[src/rtl/qbdc_pkg.sv]
// ----------------------------------------------------------------------------
// qbdc_pkg
// Shared constants and types for the quad button debounce counter.
// ----------------------------------------------------------------------------
package qbdc_pkg;

  localparam int NUM_BUTTONS    = 4;   // debounced buttons held in state
  localparam int PIN_BITS       = 4;   // pins present on the sample beat
  localparam int OUT_BUTTONS    = 4;   // buttons reported on the result beat
  localparam int TIME_WIDTH     = 32;  // timestamp arithmetic width
  localparam int STAMP_WIDTH    = 32;  // now_ms field width
  localparam int CNT_WIDTH      = 32;
  localparam int TOTAL_WIDTH    = 34;
  localparam int MODE_WIDTH     = 2;
  localparam int CFG_WIDTH      = 16;
  localparam int APB_ADDR_WIDTH = 3;
  localparam int APB_DATA_WIDTH = 32;
  localparam int RISE_CNT_WIDTH = $clog2(OUT_BUTTONS + 1);

  typedef logic [TIME_WIDTH-1:0]  time_t;
  typedef logic [CNT_WIDTH-1:0]   cnt_t;
  typedef logic [CFG_WIDTH-1:0]   cfg_t;
  typedef logic [MODE_WIDTH-1:0]  mode_t;
  typedef logic [TOTAL_WIDTH-1:0] total_t;

  // register select, taken from paddr[2]
  localparam logic REG_DEBOUNCE = 1'b0;
  localparam logic REG_LOCKOUT  = 1'b1;

  localparam cfg_t DEBOUNCE_RST = CFG_WIDTH'(200);
  localparam cfg_t LOCKOUT_RST  = CFG_WIDTH'(300);

  // per-button status towards the top level
  typedef struct packed {
    logic stable;  // debounced state (registered)
    logic rise;    // becomes pressed in the current step
    logic wrap;    // counter wraps in the current step
  } btn_stat_t;

endpackage

[src/rtl/qbdc_in_if.sv]
// ----------------------------------------------------------------------------
// qbdc_in_if
// Sample channel: raw pin levels and millisecond timestamp.
// ----------------------------------------------------------------------------
interface qbdc_in_if;

  logic                                valid;
  logic                                ready;
  logic [qbdc_pkg::PIN_BITS-1:0]       pin_levels;
  logic [qbdc_pkg::STAMP_WIDTH-1:0]    now_ms;

  modport source (output valid, output pin_levels, output now_ms, input ready);
  modport sink   (input valid, input pin_levels, input now_ms, output ready);

endinterface

[src/rtl/qbdc_out_if.sv]
// ----------------------------------------------------------------------------
// qbdc_out_if
// Result channel: debounced states, press flags, mode and counters.
// ----------------------------------------------------------------------------
interface qbdc_out_if;

  logic                                 valid;
  logic                                 ready;
  logic [qbdc_pkg::OUT_BUTTONS-1:0]     pressed_mask;
  logic [qbdc_pkg::OUT_BUTTONS-1:0]     new_press_mask;
  logic [qbdc_pkg::MODE_WIDTH-1:0]      display_mode;
  logic                                 mode_changed;
  logic [qbdc_pkg::CNT_WIDTH-1:0]       count_first;
  logic [qbdc_pkg::CNT_WIDTH-1:0]       count_second;
  logic [qbdc_pkg::CNT_WIDTH-1:0]       count_third;
  logic [qbdc_pkg::CNT_WIDTH-1:0]       count_fourth;
  logic [qbdc_pkg::TOTAL_WIDTH-1:0]     total_presses;

  modport source (
    output valid, output pressed_mask, output new_press_mask, output display_mode,
    output mode_changed, output count_first, output count_second, output count_third,
    output count_fourth, output total_presses, input ready
  );
  modport sink (
    input valid, input pressed_mask, input new_press_mask, input display_mode,
    input mode_changed, input count_first, input count_second, input count_third,
    input count_fourth, input total_presses, output ready
  );

endinterface

[src/rtl/quad_button_debounce_counter.sv]
// ----------------------------------------------------------------------------
// quad_button_debounce_counter
// Pipeline: an accepted sample is held in the stage 1 register, then stepped
// into the state and result registers, from which it leaves as a result beat.
// Throughput: one sample per cycle; a stalled result holds the pipe for that cycle.
// Rate is set by the state update (debounce, counters, mode) in stage 2.
// Reset (rst_n, synchronous): states, counters, mode and timers clear to zero,
// debounce_ms to 200 and mode_lockout_ms to 300; no clearing pass is needed.
// ----------------------------------------------------------------------------
module quad_button_debounce_counter (
  input  logic                                   clk,
  input  logic                                   rst_n,
  qbdc_in_if.sink                                in_beat,
  qbdc_out_if.source                             out_beat,
  input  logic                                   psel,
  input  logic                                   penable,
  input  logic                                   pwrite,
  input  logic [qbdc_pkg::APB_ADDR_WIDTH-1:0]    paddr,
  input  logic [qbdc_pkg::APB_DATA_WIDTH-1:0]    pwdata,
  output logic [qbdc_pkg::APB_DATA_WIDTH-1:0]    prdata,
  output logic                                   pready
);

  // --------------------------------------------------------------------------
  // Configuration registers (APB, zero wait state)
  // --------------------------------------------------------------------------
  qbdc_pkg::cfg_t debounce_r;
  qbdc_pkg::cfg_t lockout_r;
  logic           cfg_wr;
  logic           cfg_sel;

  assign pready  = 1'b1;
  assign cfg_wr  = psel && penable && pwrite;
  assign cfg_sel = paddr[2];  // registers sit at byte offsets 0 and 4

  always_ff @(posedge clk) begin
    if (!rst_n) begin
      debounce_r <= qbdc_pkg::DEBOUNCE_RST;
      lockout_r  <= qbdc_pkg::LOCKOUT_RST;
    end else if (cfg_wr) begin
      unique case (cfg_sel)
        qbdc_pkg::REG_DEBOUNCE: debounce_r <= pwdata[qbdc_pkg::CFG_WIDTH-1:0];
        qbdc_pkg::REG_LOCKOUT:  lockout_r  <= pwdata[qbdc_pkg::CFG_WIDTH-1:0];
        default: ;
      endcase
    end
  end

  always_comb begin
    unique case (cfg_sel)
      qbdc_pkg::REG_DEBOUNCE: prdata = qbdc_pkg::APB_DATA_WIDTH'(debounce_r);
      qbdc_pkg::REG_LOCKOUT:  prdata = qbdc_pkg::APB_DATA_WIDTH'(lockout_r);
      default:                prdata = '0;
    endcase
  end

  // --------------------------------------------------------------------------
  // Stage 1: sample register
  // --------------------------------------------------------------------------
  logic                              s1_valid_r;
  logic [qbdc_pkg::PIN_BITS-1:0]     s1_pins_r;
  qbdc_pkg::time_t                   s1_now_r;
  logic                              out_valid_r;
  logic                              step_en;

  // stage 2 fires when a sample is waiting and the result slot is free or leaving
  assign step_en       = s1_valid_r && (!out_valid_r || out_beat.ready);
  assign in_beat.ready = !s1_valid_r || step_en;

  always_ff @(posedge clk) begin
    if (!rst_n) begin
      s1_valid_r <= 1'b0;
    end else if (in_beat.ready) begin
      s1_valid_r <= in_beat.valid;
    end
  end

  // payload: no reset; the timestamp is taken modulo 2^TIME_WIDTH
  always_ff @(posedge clk) begin
    if (in_beat.valid && in_beat.ready) begin
      s1_pins_r <= in_beat.pin_levels;
      s1_now_r  <= qbdc_pkg::TIME_WIDTH'(in_beat.now_ms);
    end
  end

  // --------------------------------------------------------------------------
  // Stage 2: per-button debounce and counters
  // --------------------------------------------------------------------------
  qbdc_pkg::btn_stat_t stat [qbdc_pkg::NUM_BUTTONS];
  qbdc_pkg::cnt_t      cnt  [qbdc_pkg::NUM_BUTTONS];

  for (genvar b = 0; b < qbdc_pkg::NUM_BUTTONS; b++) begin : g_btn
    logic reading;
    if (b < qbdc_pkg::PIN_BITS) begin : g_pin
      assign reading = !s1_pins_r[b];  // active-low pin
    end else begin : g_nopin
      assign reading = 1'b0;           // no pin: never pressed
    end

    qbdc_button u_button (
      .clk         (clk),
      .rst_n       (rst_n),
      .step_en     (step_en),
      .reading     (reading),
      .now         (s1_now_r),
      .debounce_ms (debounce_r),
      .stat        (stat[b]),
      .count       (cnt[b])
    );
  end

  // reported view: buttons that do not exist read as zero
  logic [qbdc_pkg::OUT_BUTTONS-1:0] rise_vec;
  logic [qbdc_pkg::OUT_BUTTONS-1:0] wrap_vec;
  logic [qbdc_pkg::OUT_BUTTONS-1:0] stable_vec;
  qbdc_pkg::cnt_t                   out_cnt [qbdc_pkg::OUT_BUTTONS];

  for (genvar b = 0; b < qbdc_pkg::OUT_BUTTONS; b++) begin : g_out
    if (b < qbdc_pkg::NUM_BUTTONS) begin : g_have
      assign rise_vec[b]   = stat[b].rise;
      assign wrap_vec[b]   = stat[b].wrap;
      assign stable_vec[b] = stat[b].stable;
      assign out_cnt[b]    = cnt[b];
    end else begin : g_none
      assign rise_vec[b]   = 1'b0;
      assign wrap_vec[b]   = 1'b0;
      assign stable_vec[b] = 1'b0;
      assign out_cnt[b]    = '0;
    end
  end

  // --------------------------------------------------------------------------
  // Display mode: button one's new press advances it, outside the lockout
  // --------------------------------------------------------------------------
  qbdc_pkg::mode_t mode_r;
  qbdc_pkg::time_t mode_time_r;
  qbdc_pkg::time_t mode_elapsed;
  logic            mode_adv;

  assign mode_elapsed = s1_now_r - mode_time_r;
  assign mode_adv     = stat[0].rise &&
                        (mode_elapsed > qbdc_pkg::TIME_WIDTH'(lockout_r));

  always_ff @(posedge clk) begin
    if (!rst_n) begin
      mode_r      <= '0;
      mode_time_r <= '0;
    end else if (step_en && mode_adv) begin
      mode_r      <= mode_r + qbdc_pkg::MODE_WIDTH'(1);  // wraps 3 -> 0
      mode_time_r <= s1_now_r;
    end
  end

  // --------------------------------------------------------------------------
  // Running total: tracks the sum of the reported counters. Each new press
  // adds one, each counter wrap takes 2^32 back off.
  // --------------------------------------------------------------------------
  qbdc_pkg::total_t                        total_r;
  qbdc_pkg::total_t                        total_nxt;
  logic [qbdc_pkg::RISE_CNT_WIDTH-1:0]     rise_cnt;
  logic [qbdc_pkg::RISE_CNT_WIDTH-1:0]     wrap_cnt;

  always_comb begin
    rise_cnt = '0;
    wrap_cnt = '0;
    for (int b = 0; b < qbdc_pkg::OUT_BUTTONS; b++) begin
      rise_cnt = rise_cnt + qbdc_pkg::RISE_CNT_WIDTH'(rise_vec[b]);
      wrap_cnt = wrap_cnt + qbdc_pkg::RISE_CNT_WIDTH'(wrap_vec[b]);
    end
    total_nxt = total_r + qbdc_pkg::TOTAL_WIDTH'(rise_cnt)
              - (qbdc_pkg::TOTAL_WIDTH'(wrap_cnt) << qbdc_pkg::CNT_WIDTH);
  end

  always_ff @(posedge clk) begin
    if (!rst_n) begin
      total_r <= '0;
    end else if (step_en) begin
      total_r <= total_nxt;
    end
  end

  // --------------------------------------------------------------------------
  // Result register. Stable states, counters, mode and total are the state
  // registers themselves: they move only when the next step fires, which is
  // also when the result beat is replaced.
  // --------------------------------------------------------------------------
  logic [qbdc_pkg::OUT_BUTTONS-1:0] new_press_r;
  logic                             mode_changed_r;

  always_ff @(posedge clk) begin
    if (!rst_n) begin
      out_valid_r <= 1'b0;
    end else if (step_en) begin
      out_valid_r <= 1'b1;
    end else if (out_beat.ready) begin
      out_valid_r <= 1'b0;
    end
  end

  always_ff @(posedge clk) begin
    if (step_en) begin
      new_press_r    <= rise_vec;
      mode_changed_r <= mode_adv;
    end
  end

  assign out_beat.valid          = out_valid_r;
  assign out_beat.pressed_mask   = stable_vec;
  assign out_beat.new_press_mask = new_press_r;
  assign out_beat.display_mode   = mode_r;
  assign out_beat.mode_changed   = mode_changed_r;
  assign out_beat.count_first    = out_cnt[0];
  assign out_beat.count_second   = out_cnt[1];
  assign out_beat.count_third    = out_cnt[2];
  assign out_beat.count_fourth   = out_cnt[3];
  assign out_beat.total_presses  = total_r;

  // --------------------------------------------------------------------------
  // Assertions
  // --------------------------------------------------------------------------
`ifndef ASSERT_OFF
  // a mode advance only comes from a new press of button one
  a_mode_needs_press: assert property (@(posedge clk) disable iff (!rst_n)
    out_valid_r && mode_changed_r |-> new_press_r[0])
    else $error("mode advanced without a new press of button one");

  // a new press is always reflected in the debounced state
  a_press_is_stable: assert property (@(posedge clk) disable iff (!rst_n)
    out_valid_r |-> ((new_press_r & ~stable_vec) == '0))
    else $error("new press flagged on a button not pressed");

  // the running total equals the sum of the reported counters
  a_total_sum: assert property (@(posedge clk) disable iff (!rst_n)
    total_r == (qbdc_pkg::TOTAL_WIDTH'(out_cnt[0]) + qbdc_pkg::TOTAL_WIDTH'(out_cnt[1])
              + qbdc_pkg::TOTAL_WIDTH'(out_cnt[2]) + qbdc_pkg::TOTAL_WIDTH'(out_cnt[3])))
    else $error("running total out of step with the counters");

  // state holds while the result beat is stalled
  a_hold_on_stall: assert property (@(posedge clk) disable iff (!rst_n)
    out_valid_r && !out_beat.ready |=> $stable(total_r) && $stable(mode_r)
                                        && $stable(new_press_r))
    else $error("state moved while result beat stalled");

  // a step that advances the mode moves it on by exactly one
  a_mode_step: assert property (@(posedge clk) disable iff (!rst_n)
    step_en && mode_adv |=> mode_r == $past(mode_r) + qbdc_pkg::MODE_WIDTH'(1))
    else $error("display mode did not advance by one");
`endif

endmodule

[src/rtl/qbdc_button.sv]
// ----------------------------------------------------------------------------
// qbdc_button
// One button: timer debounce on the raw reading and a wrapping press counter.
// ----------------------------------------------------------------------------
module qbdc_button (
  input  logic                clk,
  input  logic                rst_n,
  input  logic                step_en,
  input  logic                reading,      // 1 = pressed
  input  qbdc_pkg::time_t     now,
  input  qbdc_pkg::cfg_t      debounce_ms,
  output qbdc_pkg::btn_stat_t stat,
  output qbdc_pkg::cnt_t      count
);

  logic            prev_r;
  logic            stable_r;
  qbdc_pkg::time_t change_time_r;
  qbdc_pkg::cnt_t  count_r;

  logic            changed;
  logic            accept;
  qbdc_pkg::time_t elapsed;

  // a fresh change restarts the timer at now and is never accepted in that step
  assign changed = (reading != prev_r);
  assign elapsed = now - change_time_r;
  assign accept  = !changed && (elapsed > qbdc_pkg::TIME_WIDTH'(debounce_ms)) &&
                   (reading != stable_r);

  assign stat.stable = stable_r;
  assign stat.rise   = accept && reading;
  assign stat.wrap   = accept && reading && (count_r == '1);
  assign count       = count_r;

  always_ff @(posedge clk) begin
    if (!rst_n) begin
      prev_r        <= 1'b0;
      stable_r      <= 1'b0;
      change_time_r <= '0;
      count_r       <= '0;
    end else if (step_en) begin
      prev_r <= reading;
      if (changed) begin
        change_time_r <= now;
      end
      if (accept) begin
        stable_r <= reading;
      end
      if (accept && reading) begin
        count_r <= count_r + qbdc_pkg::CNT_WIDTH'(1);
      end
    end
  end

endmodule

[src/flat_wrapper.sv]
// flat-port wrapper written by rule: the top's interface ports become plain ports
module quad_button_debounce_counter_flat 
  (clk, rst_n, psel, penable, pwrite, paddr, pwdata, prdata, pready, in_beat_valid, in_beat_pin_levels, in_beat_now_ms, in_beat_ready, out_beat_valid, out_beat_pressed_mask, out_beat_new_press_mask, out_beat_display_mode, out_beat_mode_changed, out_beat_count_first, out_beat_count_second, out_beat_count_third, out_beat_count_fourth, out_beat_total_presses, out_beat_ready);
  qbdc_in_if in_beat_i ();
  qbdc_out_if out_beat_i ();
  input  logic clk;
  input  logic rst_n;
  input  logic psel;
  input  logic penable;
  input  logic pwrite;
  input  logic [qbdc_pkg::APB_ADDR_WIDTH-1:0] paddr;
  input  logic [qbdc_pkg::APB_DATA_WIDTH-1:0] pwdata;
  output logic [qbdc_pkg::APB_DATA_WIDTH-1:0] prdata;
  output logic pready;
  input wire logic [$bits(in_beat_i.valid)-1:0] in_beat_valid;
  input wire logic [$bits(in_beat_i.pin_levels)-1:0] in_beat_pin_levels;
  input wire logic [$bits(in_beat_i.now_ms)-1:0] in_beat_now_ms;
  output wire logic [$bits(in_beat_i.ready)-1:0] in_beat_ready;
  output wire logic [$bits(out_beat_i.valid)-1:0] out_beat_valid;
  output wire logic [$bits(out_beat_i.pressed_mask)-1:0] out_beat_pressed_mask;
  output wire logic [$bits(out_beat_i.new_press_mask)-1:0] out_beat_new_press_mask;
  output wire logic [$bits(out_beat_i.display_mode)-1:0] out_beat_display_mode;
  output wire logic [$bits(out_beat_i.mode_changed)-1:0] out_beat_mode_changed;
  output wire logic [$bits(out_beat_i.count_first)-1:0] out_beat_count_first;
  output wire logic [$bits(out_beat_i.count_second)-1:0] out_beat_count_second;
  output wire logic [$bits(out_beat_i.count_third)-1:0] out_beat_count_third;
  output wire logic [$bits(out_beat_i.count_fourth)-1:0] out_beat_count_fourth;
  output wire logic [$bits(out_beat_i.total_presses)-1:0] out_beat_total_presses;
  input wire logic [$bits(out_beat_i.ready)-1:0] out_beat_ready;
  assign in_beat_i.valid = in_beat_valid;
  assign in_beat_i.pin_levels = in_beat_pin_levels;
  assign in_beat_i.now_ms = in_beat_now_ms;
  assign in_beat_ready = in_beat_i.ready;
  assign out_beat_valid = out_beat_i.valid;
  assign out_beat_pressed_mask = out_beat_i.pressed_mask;
  assign out_beat_new_press_mask = out_beat_i.new_press_mask;
  assign out_beat_display_mode = out_beat_i.display_mode;
  assign out_beat_mode_changed = out_beat_i.mode_changed;
  assign out_beat_count_first = out_beat_i.count_first;
  assign out_beat_count_second = out_beat_i.count_second;
  assign out_beat_count_third = out_beat_i.count_third;
  assign out_beat_count_fourth = out_beat_i.count_fourth;
  assign out_beat_total_presses = out_beat_i.total_presses;
  assign out_beat_i.ready = out_beat_ready;
  quad_button_debounce_counter u_core (.clk(clk), .rst_n(rst_n), .in_beat(in_beat_i), .out_beat(out_beat_i), .psel(psel), .penable(penable), .pwrite(pwrite), .paddr(paddr), .pwdata(pwdata), .prdata(prdata), .pready(pready));
endmodule
[config.mk]
export PLATFORM = sky130hd
export DESIGN_NAME = quad_button_debounce_counter_flat
export DESIGN_NICKNAME = d
export VERILOG_FILES = /design/src/rtl/qbdc_pkg.sv /design/src/rtl/qbdc_in_if.sv /design/src/rtl/qbdc_out_if.sv /design/src/rtl/quad_button_debounce_counter.sv /design/src/rtl/qbdc_button.sv /design/src/flat_wrapper.sv
export SDC_FILE = /design/constraint.sdc
export NUM_CORES = 1
export LEC_CHECK = 0
export BUFFER_PORTS_ARGS = -buffer_cell sky130_fd_sc_hd__buf_2
export CAP_MARGIN = 20
export CORE_UTILIZATION = 45
export CTS_BUF_LIST = sky130_fd_sc_hd__clkbuf_4 sky130_fd_sc_hd__clkbuf_8
export CTS_CLUSTER_DIAMETER = 100
export DETAILED_ROUTE_END_ITERATION = 7
export MAX_ROUTING_LAYER = met4
export PLACE_DENSITY = 0.65
export REMOVE_ABC_BUFFERS = 1
export SETUP_SLACK_MARGIN = 0.3
export SLEW_MARGIN = 20
export SYNTH_ARGS = -nofsm -noshare
export SYNTH_HDL_FRONTEND = slang
export SYNTH_HIERARCHICAL = 1
export SYNTH_SLANG_ARGS = --single-unit
[constraint.sdc]
create_clock -name clk -period 8.2 [get_ports clk]
set_input_delay 2.05 -clock clk [delete_from_list [all_inputs] [get_ports clk]]
set_output_delay 2.05 -clock clk [all_outputs]
set_load 0.02 [all_outputs]
== Yosys cells after proc, flatten, opt, wreduce, memory -nomap -nowiden ==
Cells that the tools add are included.
Cells by class
  add/sub/neg operators: 18
  magnitude comparators: 5
  equal/unequal tests: 12
  multiplexer cells: 3
  bitwise gates (word level): 1
  reductions and logical operators: 49
Operators by type and width (count)
  > comparator 32 x 16 -> 1 bit: 5
  subtractor 32 bit: 5
  adder 32 x 1 -> 32 bit, second input constant: 4
  == test 32 bit, second input constant: 4
  case mux 32 bit (2 select lines): 1
  adder 34 x 3 -> 34 bit: 1
  subtractor 34 bit: 1
  AND reduction 2 bit: 14
  logical AND 1 bit: 22
  zero test 1 bit: 10
  inequality test 1 bit: 8
  adder 3 x 1 -> 3 bit: 2
  adder 1 x 1 -> 2 bit: 2
  adder 2 x 1 -> 2 bit: 2
  adder 2 x 1 -> 2 bit, second input constant: 1
  logical OR 1 bit: 2
  2-to-1 mux 1 bit: 2
  nonzero test 2 bit: 1
  NOT 1 bit: 1
Word-level totals
  register bits after elaboration: 407
  input bits: 78
  output and inout bits: 208
  word-level logic and storage cells: 115

== Depth between registers and ports, before layout ==
Gate-level depths: netlist (run 1).
  depth in word-level cells: 11
  depth in mapped cells: 39
  gate-level depth less buffers: 37

== Cells and area by module ==
The synthesis (run 1) kept the hierarchy.
By module, submodules not included
  qbdc_button at u_core.g_btn[0].u_button ...: times used 3, cells an instance 749, area an instance 5460.2 um2, sequential area each 1321.3 um2
  quad_button_debounce_counter: times used 1, cells an instance 1157, area an instance 10000.8 um2, sequential area each 3273.1 um2
  qbdc_button at u_core.g_btn[1].u_button: times used 1, cells an instance 804, area an instance 5854.4 um2, sequential area each 1321.3 um2

== Worst setup path before layout (run 1) ==
No wires, ideal clock.
  kind: register -> register
  from: register u_core.s1_now_r[3]
  to: register u_core.total_r[30] (netlist: u_core/out_beat.total_presses[30])
  setup time: 0.130 ns
  arrival: 7.571 ns
  data required time: 8.070 ns
  path slack: 0.499 ns
  stages on the path, launching flop included: 36
  buffers on the path: 2
  period minus slack after synthesis: 7.701 ns
  cell sequence: edfxtp_1 -> ha_1 -> and2_1 -> a221oi_1 -> nand2_1 -> a21o_1 -> a21o_1 -> and2_1 -> a311o_1 -> a21oi_1 -> xnor2_1 -> ha_1 -> nand4_1 -> or4_1 -> a22oi_1 -> nand4_1 -> nor4_2 -> and3_4 -> buf_4 -> buf_4 -> nor3_1 -> fa_1 -> fa_1 -> inv_1 -> fa_1 -> nor2b_1 -> a31o_2 -> a21o_1 -> a21o_1 -> a21oi_1 -> o21ai_0 -> a21bo_2 -> a311oi_1 -> o21ai_0 -> nand4b_1 -> o211ai_1
On the way
  word-level cells in the longest chain between the ends: 10
  elaborated cells between the ends (all ways): 25
  those cells by class: add/sub (9); order compare (4); reduce/logical (12)
RTL lines
  start: declaration: line quad_button_debounce_counter.sv:62  | qbdc_pkg::time_t s1_now_r;
  start signal: assignment: line quad_button_debounce_counter.sv:82  | s1_now_r <= qbdc_pkg::TIME_WIDTH'(in_beat.now_ms);
  subtractor 32 bit: line qbdc_button.sv:27  | assign elapsed = now - change_time_r;
  > comparator 32 x 16 -> 1 bit: line qbdc_button.sv:28  | assign accept = !changed && (elapsed > qbdc_pkg::TIME_WIDTH'(debounce_ms)) &&
  logical AND 1 bit (2 in series): line qbdc_button.sv:28
  logical AND 1 bit: line qbdc_button.sv:32  | assign stat.rise = accept && reading;
  named net u_core.rise_vec, one bit: line quad_button_debounce_counter.sv:113  | logic [qbdc_pkg::OUT_BUTTONS-1:0] rise_vec;
  adder 1 x 1 -> 2 bit: line quad_button_debounce_counter.sv:167  | rise_cnt = rise_cnt + qbdc_pkg::RISE_CNT_WIDTH'(rise_vec[b]);
  adder 3 x 1 -> 3 bit (2 in series): line quad_button_debounce_counter.sv:167
  adder 34 x 3 -> 34 bit: line quad_button_debounce_counter.sv:170  | total_nxt = total_r + qbdc_pkg::TOTAL_WIDTH'(rise_cnt)
  subtractor 34 bit: line quad_button_debounce_counter.sv:171  | - (qbdc_pkg::TOTAL_WIDTH'(wrap_cnt) << qbdc_pkg::CNT_WIDTH);
  end signal: assignment: line quad_button_debounce_counter.sv:178  | total_r <= total_nxt;
  end: declaration: line quad_button_debounce_counter.sv:158  | qbdc_pkg::total_t total_r;
The timed path passes the listed nets, and every way through them passes these cells.
A chain may end at the register's enable or synchronous reset.

== Final worst setup path (run 1) ==
  from: register u_core.s1_now_r[4]
  to: register u_core.g_btn[0].u_button.count_r[16]
On the way
  word-level cells in the longest chain between the ends: 6
RTL lines
  subtractor 32 bit: line qbdc_button.sv:27
  > comparator 32 x 16 -> 1 bit: line qbdc_button.sv:28
  logical AND 1 bit (2 in series): line qbdc_button.sv:28
  logical AND 1 bit: line qbdc_button.sv:50  | if (accept && reading) begin
  AND reduction 2 bit (no line)
  end signal: assignment: line qbdc_button.sv:51  | count_r <= count_r + qbdc_pkg::CNT_WIDTH'(1);
  end: declaration: line qbdc_button.sv:19  | qbdc_pkg::cnt_t count_r;
No other way between the ends.

==> out/qor.yml, run 1 <==
wire_per_inst_um: 17.8
instances_no_fill: 5511
intPower_mw: 4.56
place_area_mm2: 0.0346
max_slew_margin_pct: 27.7
reg2reg_from: "u_core/s1_now_r[4]"
drive_gt1_share_pct: 15.3
pre_cts_ws_ns: -0.267
track_usage_pct: 26.9
cp-startpoint: "u_core/s1_now_r[4]"
reg2reg_setup_slack_ns: 0.42
use_met3_pct: 3.89
fill_cells: 6885
area_delta_synth_final_pct: 14.9
netSwitchingPower_mw: 2.64
ys_warn_count: 6
die_area_mm2: 0.0727
syn_inst: 4208
h-tree-depth: 3
drv_cap: 0
endpoint_kind: "flop"
clkLatencyLatePin_ns: 0.70
worstPathRequired_ns: 8.80
die_height_um: 270
grt_max_degree: 83
use_met1_pct: 33.0
synthAdderAreaFrac_pct: 12.4
synth_edf_count: 41
power_frac_comb_pct: 40.2
die_x_um: 270
rows: 97
hold_viol_final: 0
cts_buffers: 75
seqPwrFrac_pct: 30.6
cts_root_buf: "clkbuf_8"
cts.sink_count: 407
path_common_cell: "buf_4"
gr-total-overflow: 0
finalWirelength_um: 98000
yosys.area_share.simple_pct: 24.0
port-buffer-count: 250
synth_area_per_cell_um2: 7.66
vdd_ir_drop_max_v: 0.000242
post_synth_xor_area_fraction_pct: 3.87
synthFlopType: "dfxtp_1"
slew_viol_final: 0
crit_arrival_ns: 8.38
async_flop_share_pct: 0
cts.reportedPaths.clkPinSlew_ns: 0.06
final-setup-viol-count: 0
startpoint_type: "flop"
gp_congestion: 0.964
cts_tree: "done"
drc: 0
synth_top_family_by_area: "simple AND/OR/NAND/NOR gates"
p_leak_nw: 14.6
grt_pass1_vias: 29500
vias: 31300
grt_antenna_before_repair: 4
dpl.hpwl_um: 72500
skew_ns: 0.0481
status: "completed"
power.density_mw_per_mm2: 194
finalCritPeriodShare_pct: 94.9
switching_share_pct: 36.7
layout_commonest_cell: "nand2_1"
nNetsFinal: 4899
ant_nets: 0
synth_mux_area_share_pct: 2.83
crit_type: "reg2reg"
pwr-share-clk_pct: 29.2
rsz0062_at_grt: "true"
worstHoldPathType: "reg2reg"
gr-usage-met2_pct: 45.2
clockBufferDepth: 3
cp_slowest_cell: "a2111oi_1"
worst_pin_slew_ns: 1.06
initial_core_util_pct: 45.7
synth-compound-area-share_pct: 23.0
routed_via_density: 5.67
whs_ns: 0.452
fmax_ghz: 0.128
dr.first_iter.drc_count: 2067
seq_area_frac_synth_pct: 26.5
synthDistinctLibCells: 103
busiest_layer: "met2"
layout_common_cells: "710 x nand2_1, 430 x a21oi_1, 366 x dfxtp_1"
grt_first_pass_wirelength_um: 156000
worst_slack_ns: 0.418
worstSetupEndpoint: "u_core/g_btn[0].u_button/count[16]"
reg2reg_to: "u_core/g_btn[0].u_button/count[16]"
drtPass1Iterations: 6
fin_area_mm2: 0.0370
slowest_delay_ns: 0.84
fin_crit_ns: 7.78
ioPinCount: 286
coreArea_mm2: 0.0705
synth-seq-cells: 407
worstPathMaxFanout: 15
ff2ff_path_depth: 43
synth_area_mm2: 0.0322
tns_ns: 0
placed_cells: 5321
==> worst max-delay path: cells and delay by family (launching register included) <==
kind,cells,cell delay [ns]
compound gates,11,3.15
buf+inv,23,2.79
simple gates,6,0.75
fa+ha+maj,2,0.49
flops,1,0.43
xor+xnor,1,0.14
==> cells in the mapped netlist, drive strengths merged, types with 17 or more instances <==
library cell	number	share of area, %
o21ai	148	2.3
nor3	45	0.70
and2	55	1.1
xor2	50	1.4
a211oi	27	0.66
o311ai	21	0.57
nand3	110	1.8
clkbuf	143	1.7
dfxtp	366	23
xnor2	90	2.5
a21o	94	2.2
nor2	159	1.9
mux2i	72	2.2
nand2b	70	1.4
nor2b	32	0.62
buf	71	1.6
mux2	17	0.59
o31ai	59	1.4
or4	60	1.4
o41ai	27	0.73
edfxtp	41	3.8
inv	350	4.1
ha	306	12
nand2	711	8.3
nand4	118	2.3
o211ai	49	1.1
o21a	48	1.1
a21oi	443	6.9
and3	61	1.3
nor4	40	0.87
a21boi	38	0.88
or3	27	0.52
==> sequential cells by signal, summed over array words and instances, names as in the netlist <==
register and cells:
u_core/out_beat.valid 1, u_core/debounce_r 16, u_core/out_beat.new_press_mask 4, u_core/s1_now_r 32
u_core/mode_time_r 32, u_core/out_beat.display_mode 2, u_core/g_btn.u_button/count 128, u_core/out_beat.mode_changed 1
u_core/s1_pins_r 4, u_core/g_btn.u_button/stable_r 4, u_core/lockout_r 16, u_core/s1_valid_r 1
u_core/g_btn.u_button/change_time_r 128, u_core/g_btn.u_button/prev_r 4, u_core/out_beat.total_presses 34
==> per-layer routing <==
layer	vias to the layer above	wire length, um
li1	15700	-
met1	14600	43200
met2	776	46700
met3	175	5270
met4	0	2760
met5	-	0
==> cell type report <==
type / count / area, um^2 / share of cell area, %
antenna: 4 / 10.0 / 0.0270
sequential: 407 / 8560 / 23.1
timing repair buffer: 420 / 2610 / 7.06
multi-input combinational: 3250 / 21800 / 58.7
clock buffer: 121 / 1470 / 3.95
clock inverter: 17 / 143 / 0.385
tap: 940 / 1180 / 3.17
inverter: 352 / 1320 / 3.57
==> power groups by stage <==
stage               clock (mW)  combinational, mW  sequential [mW]
floorplan                    0               1.84             2.26
global placement             0               2.56             2.24
detailed placement           0               2.58             2.24
CTS                       2.17               2.72             2.20
global route              2.26               3.22             2.21
finish                    2.11               2.89             2.20
==> worst min path at each step <==
stage | startpoint | end | slack [ns] | cells after the start
floorplan | u_core/mode_time_r[10] | u_core/mode_time_r[10] | 0.43 | 2
global placement | u_core/g_btn[2].u_button/change_time_r[17] | u_core/g_btn[2].u_button/change_time_r[17] | 0.44 | 2
detailed placement | u_core/g_btn[3].u_button/change_time_r[29] | u_core/g_btn[3].u_button/change_time_r[29] | 0.45 | 2
CTS | u_core/g_btn[1].u_button/change_time_r[30] | u_core/g_btn[1].u_button/change_time_r[30] | 0.45 | 2
global route | u_core/mode_time_r[7] | u_core/mode_time_r[7] | 0.47 | 2
finish | u_core/g_btn[2].u_button/change_time_r[19] | u_core/g_btn[2].u_button/change_time_r[19] | 0.45 | 2
==> cells by family after synthesis <==
group                    Yosys count
AO/OA/AOI/OAI                   1126
XOR/XNOR                         140
adder cells (fa/ha/maj)          315
buffers and inverters            566
flip-flops                       407
multiplexers                      89
other                              2
AND/OR/NAND/NOR                 1563
==> what timing repair did <==
action | in CTS | in global routing
buffers inserted | 38 | 10
resized for setup | 38 | 44
cloned | 0 | 0
hold buffers | 0 | 0
endpoints found under the setup margin | 17 | 33
pin swaps | 39 | 66
==> per-stage QoR <==
stage	power, mW	utilization [%]
6_report	7.20	52.5
5_1_grt	7.69	52.5
4_1_cts	7.10	52.1
3_5_place_dp	4.82	49.1
3_3_place_gp	4.81	49.1
2_1_floorplan	4.10	-
No activity file was read; power rests on OpenSTA's default activity.
==> run 2, diff against run 1 <==
--- a/config.mk
+++ b/config.mk
@@ -7,12 +7,12 @@
 export LEC_CHECK = 0
 export BUFFER_PORTS_ARGS = -buffer_cell sky130_fd_sc_hd__buf_2
 export CAP_MARGIN = 20
-export CORE_UTILIZATION = 45
+export CORE_UTILIZATION = 50
 export CTS_BUF_LIST = sky130_fd_sc_hd__clkbuf_4 sky130_fd_sc_hd__clkbuf_8
 export CTS_CLUSTER_DIAMETER = 100
 export DETAILED_ROUTE_END_ITERATION = 7
 export MAX_ROUTING_LAYER = met4
-export PLACE_DENSITY = 0.65
+export PLACE_DENSITY = 0.71
 export REMOVE_ABC_BUFFERS = 1
 export SETUP_SLACK_MARGIN = 0.3
 export SLEW_MARGIN = 20
==> run 2 against run 1 <==
  * Critical path type unchanged
  * Wire length down 3.9%
  * Critical endpoint is now u_core/out_beat.total_presses[32]
  * Die area down 9.9%
  * Fmax up 0.65%
  * Non-clock buffer count down 44
  * Sequential share of layout area up 0.32 points
  * Clock-buffer cell count down 9
==> out/qor.yml, run 2 (same netlist as run 1, synthesis figures left out) <==
vias: 31300  # about the same
cts_root_buf: "clkbuf_8"  # unchanged
initial_core_util_pct: 50.8  # was 45.7%
worstPathMaxFanout: 4  # was 15
drtPass1Iterations: 6  # unchanged
p_leak_nw: 14.3  # was 14.6 nW
cts_tree: "done"  # unchanged
clkLatencyLatePin_ns: 0.69  # was 0.70 ns
vdd_ir_drop_max_v: 0.000274  # was 0.000242 V
track_usage_pct: 28.7  # was 26.9%
clockBufferDepth: 3  # unchanged
die_area_mm2: 0.0655  # was 0.0727 mm^2
dr.first_iter.drc_count: 1982  # was 2,067
status: "completed"  # unchanged
wire_per_inst_um: 17.5  # was 17.8 um
die_x_um: 256  # was 270 um
cts.reportedPaths.clkPinSlew_ns: 0.06  # about the same
cts_buffers: 78  # was 75
slew_viol_final: 0  # unchanged
ioPinCount: 286  # unchanged
finalWirelength_um: 94100  # was 98,000 um
dpl.hpwl_um: 69700  # was 72,500 um
path_common_cell: "fa_2"  # was buf_4
coreArea_mm2: 0.0634  # was 0.0705 mm^2
finalCritPeriodShare_pct: 94.3  # was 94.9%
place_area_mm2: 0.0344  # was 0.0346 mm^2
nNetsFinal: 4858  # was 4,899
gr-total-overflow: 0  # unchanged
crit_type: "reg2reg"  # unchanged
worstPathRequired_ns: 8.76  # was 8.80 ns
drv_cap: 0  # unchanged
grt_max_degree: 131  # was 83
max_slew_margin_pct: 23.3  # was 27.7%
startpoint_type: "flop"  # unchanged
min_path_cells: 2  # unchanged
total_power_mw: 7.04  # was 7.20 mW
post_cts_hold_buffer_count: 0  # unchanged
utilization_pct: 57.6  # was 52.5%
ff2ff_path_depth: 35  # was 43
hold_viol_final: 0  # unchanged
layout_common_cells: "709 x nand2_1, 430 x a21oi_1, 366 x dfxtp_1"  # was 710 x nand2_1, 430 x a21oi_1, 366 x dfxtp_1
drive_gt1_share_pct: 14.3  # was 15.3%
whs_ns: 0.449  # was 0.452 ns
h-tree-depth: 3  # unchanged
grt_first_pass_wirelength_um: 151000  # was 156,000 um
area_delta_synth_final_pct: 13.3  # was 14.9%
final-setup-viol-count: 0  # unchanged
rsz0062_at_grt: "true"  # unchanged
tns_ns: 0  # unchanged
worstHoldPathType: "reg2reg"  # unchanged
crit_arrival_ns: 8.29  # was 8.38 ns
rows: 92  # was 97
port-buffer-count: 250  # unchanged
layout_commonest_cell: "nand2_1"  # unchanged
endpoint_kind: "flop"  # unchanged
ant_nets: 0  # unchanged
cts.sink_count: 407  # unchanged
gp_congestion: 1.02  # was 0.964
fmax_ghz: 0.129  # was 0.128 GHz
fin_area_mm2: 0.0365  # was 0.0370 mm^2
grt_antenna_before_repair: 7  # was 4
worst_pin_slew_ns: 1.12  # was 1.06 ns
fin_crit_ns: 7.73  # was 7.78 ns
die_height_um: 256  # was 270 um
power.density_mw_per_mm2: 193  # was 194 mW/mm^2
routed_via_density: 5.83  # was 5.67
slowest_delay_ns: 0.61  # was 0.84 ns
skew_ns: 0.0358  # was 0.0481 ns
cp_slowest_cell: "fa_2"  # was a2111oi_1
drc: 0  # unchanged
grt_pass1_vias: 29200  # was 29,500
==> run 2: cell count changes in the layout (fill, tap and decap cells not counted), moves of 4 or more <==
cell	previous run	this run
clkinv_2	6	12
o21ai_0	110	114
clkbuf_4	32	20
clkinv_1	6	10
clkinvlp_4	0	5
buf_4	158	118
==> run 2: worst max-delay path: cells and delay by family, from the launching register on <==
kind	cells	cell delay, ns
simple gates	11	2.20
xor+xnor	2	0.24
fa+ha+maj	5	1.78
flops	1	0.49
buf+inv	3	0.35
compound gates	14	2.54
==> run 2: layout make-up <==
class | instances | area, um^2
Antenna cell | 7 | 17.5
Clock inverter | 31 | 225
Multi-Input combinational cell | 3250 | 21700
Tap cell | 846 | 1060
Timing Repair Buffer | 376 | 2260
Inverter | 352 | 1320
Clock buffer | 112 | 1420
Fill cell | 5934 | 26900
Sequential cell | 407 | 8560
==> run 2: what timing repair did <==
action                                  4_1_cts  5_1_grt
setup buffers                                 3       15
endpoints found under the hold margin         0        0
endpoints found under the setup margin       19       21
pin swaps                                    16       60
gates resized for setup                      26       38
==> run 2: through the flow <==
stage / cells / worst slack [ns]
finish: 5381 / 0.468
global route: 5381 / 0.173
CTS: 5358 / 0.284
detailed placement: 5212 / -0.190
global placement: 5212 / -0.161
floorplan: 4009 / 0.513
==> run 2: final timing paths <==
check	start	endpoint	slack, ns
setup / recovery	u_core/s1_now_r[4]	u_core/out_beat.total_presses[32]	0.47
setup reg to reg	u_core/s1_now_r[4]	u_core/out_beat.total_presses[32]	0.47
hold reg to reg	u_core/g_btn[2].u_button/change_time_r[2]	u_core/g_btn[2].u_button/change_time_r[2]	0.45
hold / removal	u_core/g_btn[2].u_button/change_time_r[2]	u_core/g_btn[2].u_button/change_time_r[2]	0.45
==> run 2: report_power, final <==
| part | switching (mW) | total [mW] | internal [mW] |
|---|---|---|---|
| Combinational | 1.53 | 2.71 | 1.18 |
| Sequential | 0.0963 | 2.20 | 2.10 |
| Clock | 0.953 | 2.13 | 1.18 |
| Total | 2.58 | 7.04 | 4.46 |
==> run 2: layer usage <==
| metal | up-vias | routed length [um] | global-route usage, % |
|---|---|---|---|
| met2 | 865 | 44100 | 46.5 |
| met1 | 14700 | 41200 | 35.9 |
| met4 | 0 | 3710 | 11.5 |
| met3 | 242 | 5110 | 4.34 |
| li1 | 15600 | - | - |
| met5 | - | 0 | - |
